**src/rtl/ohash_pkg.sv**
```systemverilog
// Shared types, codes and constants for the open-addressed hash table.
package ohash_pkg;

    localparam int TABLE_SIZE_DEF = 128;
    localparam int KEY_BITS_DEF   = 40;
    localparam int KEY_W          = 40;
    localparam int STATUS_W       = 2;
    localparam int SLOT_W         = 7;
    localparam int COUNT_W        = 8;
    localparam int WIDE_W         = 64;
    localparam int MOD_DIGIT      = 4;

    typedef enum logic {
        OP_INSERT = 1'b0,
        OP_DELETE = 1'b1
    } t_op;

    typedef enum logic [1:0] {
        ST_OK        = 2'd0,
        ST_FULL      = 2'd1,
        ST_NOT_FOUND = 2'd2,
        ST_INVALID   = 2'd3
    } t_status;

    typedef enum logic [1:0] {
        SLOT_EMPTY   = 2'd0,
        SLOT_USED    = 2'd1,
        SLOT_DELETED = 2'd2
    } t_slot;

    typedef struct packed {
        logic             opcode;
        logic [KEY_W-1:0] key;
    } t_in_item;

    typedef struct packed {
        logic [STATUS_W-1:0] status;
        logic [SLOT_W-1:0]   slot_index;
        logic [COUNT_W-1:0]  entry_count;
    } t_out_item;

    typedef struct packed {
        logic    latch;
        logic    load_pos;
        logic    advance;
        logic    wr_insert;
        logic    wr_delete;
        logic    clr_wr;
        logic    out_load;
        t_status res;
    } t_cmd;

    typedef struct packed {
        logic key_zero;
        logic op_delete;
        logic cnt_full;
        logic mod_done;
        logic slot_empty;
        logic slot_used;
        logic slot_deleted;
        logic key_match;
        logic last_step;
        logic clr_last;
        logic out_free;
    } t_sts;

endpackage

```
**src/rtl/ohash_ctrl.sv**
```systemverilog
// Controller state machine that sequences each hash table operation.
module ohash_ctrl (
    input  logic              i_clk,
    input  logic              i_rst_n,
    input  logic              i_in_valid,
    input  ohash_pkg::t_sts   i_sts,
    output logic              o_busy,
    output ohash_pkg::t_cmd   o_cmd
);
    typedef enum logic [2:0] {
        S_CLEAR,
        S_IDLE,
        S_MOD,
        S_PROBE_RD,
        S_PROBE_CHK,
        S_DONE
    } t_state;

    t_state             r_state;
    t_state             n_state;
    ohash_pkg::t_status r_res;
    ohash_pkg::t_status n_res;

    assign o_busy = (r_state != S_IDLE);

    always_comb begin
        n_state        = r_state;
        n_res          = r_res;
        o_cmd          = '0;
        o_cmd.res      = r_res;
        unique case (r_state)
            S_CLEAR: begin
                o_cmd.clr_wr = 1'b1;
                if (i_sts.clr_last) begin
                    n_state = S_IDLE;
                end
            end
            S_IDLE: begin
                if (i_in_valid) begin
                    o_cmd.latch = 1'b1;
                    n_state     = S_MOD;
                end
            end
            S_MOD: begin
                if (i_sts.key_zero) begin
                    n_res   = ohash_pkg::ST_INVALID;
                    n_state = S_DONE;
                end else if (!i_sts.op_delete && i_sts.cnt_full) begin
                    n_res   = ohash_pkg::ST_FULL;
                    n_state = S_DONE;
                end else if (i_sts.mod_done) begin
                    o_cmd.load_pos = 1'b1;
                    n_state        = S_PROBE_RD;
                end
            end
            S_PROBE_RD: begin
                n_state = S_PROBE_CHK;
            end
            S_PROBE_CHK: begin
                if (!i_sts.op_delete) begin
                    if (i_sts.slot_empty || i_sts.slot_deleted) begin
                        o_cmd.wr_insert = 1'b1;
                        n_res           = ohash_pkg::ST_OK;
                        n_state         = S_DONE;
                    end else if (i_sts.last_step) begin
                        n_res   = ohash_pkg::ST_FULL;
                        n_state = S_DONE;
                    end else begin
                        o_cmd.advance = 1'b1;
                        n_state       = S_PROBE_RD;
                    end
                end else begin
                    if (i_sts.slot_empty) begin
                        n_res   = ohash_pkg::ST_NOT_FOUND;
                        n_state = S_DONE;
                    end else if (i_sts.slot_used && i_sts.key_match) begin
                        o_cmd.wr_delete = 1'b1;
                        n_res           = ohash_pkg::ST_OK;
                        n_state         = S_DONE;
                    end else if (i_sts.last_step) begin
                        n_res   = ohash_pkg::ST_NOT_FOUND;
                        n_state = S_DONE;
                    end else begin
                        o_cmd.advance = 1'b1;
                        n_state       = S_PROBE_RD;
                    end
                end
            end
            S_DONE: begin
                if (i_sts.out_free) begin
                    o_cmd.out_load = 1'b1;
                    n_state        = S_IDLE;
                end
            end
            default: begin
                n_state = S_CLEAR;
            end
        endcase
    end

    always_ff @(posedge i_clk) begin
        if (!i_rst_n) begin
            r_state <= S_CLEAR;
            r_res   <= ohash_pkg::ST_OK;
        end else begin
            r_state <= n_state;
            r_res   <= n_res;
        end
    end

endmodule

```
**config.mk**
```make
export PLATFORM = sky130hd
export DESIGN_NAME = ohash_ctrl
export DESIGN_NICKNAME = d
export VERILOG_FILES = /design/src/rtl/ohash_pkg.sv /design/src/rtl/ohash_ctrl.sv
export SDC_FILE = /design/constraint.sdc
export NUM_CORES = 1
export LEC_CHECK = 0
export BUFFER_PORTS_ARGS = -buffer_cell sky130_fd_sc_hd__buf_4
export CORE_AREA = 2 2 39 41
export DETAILED_ROUTE_END_ITERATION = 10
export DIE_AREA = 0 0 41 43
export GPL_ROUTABILITY_DRIVEN = 0
export MAX_ROUTING_LAYER = met4
export SYNTH_ARGS = -nofsm -noshare
export SYNTH_HDL_FRONTEND = slang
export SYNTH_SLANG_ARGS = --single-unit
```
**constraint.sdc**
```tcl
create_clock -name i_clk -period 1.72 [get_ports i_clk]
set_input_delay 0.172 -clock i_clk [delete_from_list [all_inputs] [get_ports i_clk]]
set_output_delay 0.172 -clock i_clk [all_outputs]
set_load 0.02 [all_outputs]
```
==> flow_summary.json <==
{
  "worst-slew-pin-transition_ns": 0.4534,
  "first_pass_grt_wire_length_mm": 1.794,
  "fmax_mhz": 624.0,
  "number_of_antenna_violations_at_the_first_check_in_global_routing": 0,
  "syn2layout_area_growth_pct": 52.06,
  "drt-vias-per-instance": 5.051,
  "worst_r2r_startpoint": "r_state[1]",
  "h-tree-depth": 1,
  "timing.reg2reg.setup_slack_ns": 0.40,
  "syn-cell-area_um2": 425.4,
  "worst_ir_drop_vdd_mv": 0.5056,
  "post_layout_nonfiller_instances": 98,
  "setup.worst_path.end": "o_cmd[5]",
  "ioPinCount": 24,
  "setup_violation_total_in_the_final_timing_report": 0,
  "yosys.cell_types.count": 30,
  "totalWireLength_mm": 1.097,
  "num_antenna_cells": 0,
  "rows": 14,
  "clkSinkCount": 5,
  "status": "finished clean",
  "drv.max_cap_violation_count": 0,
  "synth.ff_latch_count": 5,
  "grt_overflow_total": 0,
  "timing.critical_path.fanout_max": 4,
  "detailroute.via_count": 495,
  "fp.coreArea_um2": 1384,
  "grt_usage": 0.1471,
  "slew_violations": 0,
  "cts_tree": "built",
  "synth.avg_cell_area_um2": 7.597,
  "skew_ns": 0.001985,
  "hold_class": "in -> reg",
  "power_per_cell_area_nw_per_um2": 1136,
  "placed_cells_incl_taps": 94,
  "synth_sequential_area_ratio": 0.2353,
  "totalNegativeSetupSlack_ns": 0,
  "cts_made_buffers": 3,
  "post-cts-setup-buffer-count": 0,
  "rsz0062_at_grt": "false",
  "numPortBuffers": 23,
  "report.final.hold_viol_count": 0,
  "max_stage_delay_ns": 0.39,
  "clockBufferDepth": 2,
  "hpwl_um": 899.3,
  "leakage_nw": 0.2890,
  "drtIter0Drc": 5,
  "floorplan.die_area_um2": 1763,
  "timing.critical_path.to_type": "output port",
  "critPathLaunchType": "flip-flop",
  "worstSetupPathType": "reg -> out",
  "cts_root_buffer": "clkbuf_4",
  "clkSlewWorstSetupHoldPaths_ns": 0.04,
  "number_of_iterations_in_the_first_detailed_routing_pass": 4,
  "fin_nets": 97,
  "mappedNetlistNets": 70,
  "max_slew_margin": 0.6939,
  "syn_inst": 56,
  "worstPathArrival_ns": 1.43,
  "synthesis.yosys.warnings": 0,
  "drive_gt1_frac": 0.4146,
  "fp.dieH_um": 43,
  "largest_net_degree_at_the_start_of_global_routing": 13,
  "layout_worst_path_cycle_share": 0.9317,
  "post_drt_wl_per_cell_um": 11.19,
  "r2r_end": "r_res[0]",
  "worst_path_max_delay_cell": "or3_4",
  "initial_util": 0.3074,
  "critical_path_required_ns": 1.55,
  "startpoint": "r_state[2]",
  "drc": 0,
  "fin_crit_ns": 1.603,
  "clk_latency_ns": 0.24,
  "die_width_um": 41,
  "cp_cell_sequence": "inv_4 -> or3_4 -> nor3_1 -> buf_4",
  "antenna_left": 0,
  "grt_pass1_vias": 453,
  "r2r_cells": 5
}
[per-stage QoR]
stage	area, µm²	hold WS [ns]	power [mW]	setup WS (ns)	util
detailed placement	613.1	0.4500	0.6014	0.3142	0.4430
CTS	639.4	0.2281	0.7377	0.05782	0.4620
finish	646.9	0.2319	0.7351	0.1175	0.4675
global route	646.9	0.2236	0.7945	0.02095	0.4675
global placement	613.1	0.4353	0.5982	0.3241	0.4430
floorplan	425.4	0.3104	0.4575	0.01373	-
[layer usage]
| metal | share of wire | global-route usage | wire length [µm] | up-vias |
|---|---|---|---|---|
| met2 | 0.44 | 0.2156 | 485 | 23 |
| met3 | 0.11 | 0.06283 | 123 | 0 |
| met5 | 0 | - | 0 | - |
| met1 | 0.44 | 0.1897 | 488 | 212 |
| met4 | 0 | 0.02000 | 0 | 0 |
| li1 | - | - | - | 260 |
[layout make-up]
cell class / count / area [µm²]
Clock buffer: 4 / 26.28
Tap cell: 16 / 20.02
Sequential cell: 5 / 101.3
Timing Repair Buffer: 25 / 187.7
Inverter: 5 / 21.27
Fill cell: 149 / 737.0
Multi-Input combinational cell: 43 / 290.3
[repair_timing]
| action | in CTS | in global routing |
|---|---|---|
| setup endpoints to repair | 0 | 1 |
| gates resized for setup | 0 | 2 |
| hold buffers | 0 | 0 |
[cells in the mapped netlist, drive strengths merged]
cell type	number	area, µm²
nand2	4	15.01
buf	2	16.26
and2	1	6.260
clkbuf	1	3.750
a32o	1	10.01
a21boi	1	7.510
o311ai	1	8.760
o22a	1	8.760
or3	1	11.26
o31ai	1	7.510
nor2b	2	12.51
nor4	1	6.260
nand3	2	10.01
mux2i	1	10.01
a32oi	1	8.760
dfxtp	5	100.1
and4	1	8.760
nor3	3	15.01
o21ai	5	25.02
nor3b	2	20.02
o22ai	1	6.260
nor2	6	22.52
a2111oi	1	27.53
o211a	1	10.01
inv	5	21.27
and3	1	6.260
a21oi	4	20.02
[worst max-delay path, delay by kind of cell, from the launching register on]
family,cells,cell delay (ns)
flops,1,0.37
buf+inv,2,0.23
simple gates,2,0.60
[placed cells by master (no fill, tap or decap), types with 2 or more instances in the layout]
| cell type | instances |
|---|---|
| nor3_1 | 3 |
| nand2_1 | 4 |
| inv_1 | 4 |
| a21oi_1 | 4 |
| dfxtp_1 | 4 |
| o21ai_0 | 5 |
| nor2_1 | 6 |
| buf_4 | 25 |
| nand3_1 | 2 |
| nor2b_1 | 2 |
| clkbuf_4 | 3 |
[sequential cells by signal, indices dropped and copies added (netlist names)]
name	cells
r_res	2
r_state	3
[cells by family after synthesis]
logic type | after synthesis | synth area share
AO/OA/AOI/OAI | 18 | 0.3294
AND/OR/NAND/NOR | 24 | 0.3147
buffers and inverters | 8 | 0.09704
flip-flops | 5 | 0.2353
multiplexers | 1 | 0.02353
[worst min-delay path by stage]
stage                   from          to  slack, ns  cells after the start
floorplan            i_rst_n    r_res[0]       0.31                      2
global placement    r_res[0]    r_res[0]       0.44                      2
detailed placement  r_res[0]    r_res[0]       0.45                      2
CTS                  i_rst_n  r_state[2]       0.23                      2
global route         i_rst_n    r_res[0]       0.22                      3
finish               i_rst_n  r_state[2]       0.23                      2
[where the power goes]
| group | switching [mW] | internal (mW) |
|---|---|---|
| Sequential | 0.0596 | 0.153 |
| Combinational | 0.207 | 0.183 |
| Clock | 0.0445 | 0.0875 |
| Total | 0.311 | 0.424 |
Power figures use the tool's default switching activity.
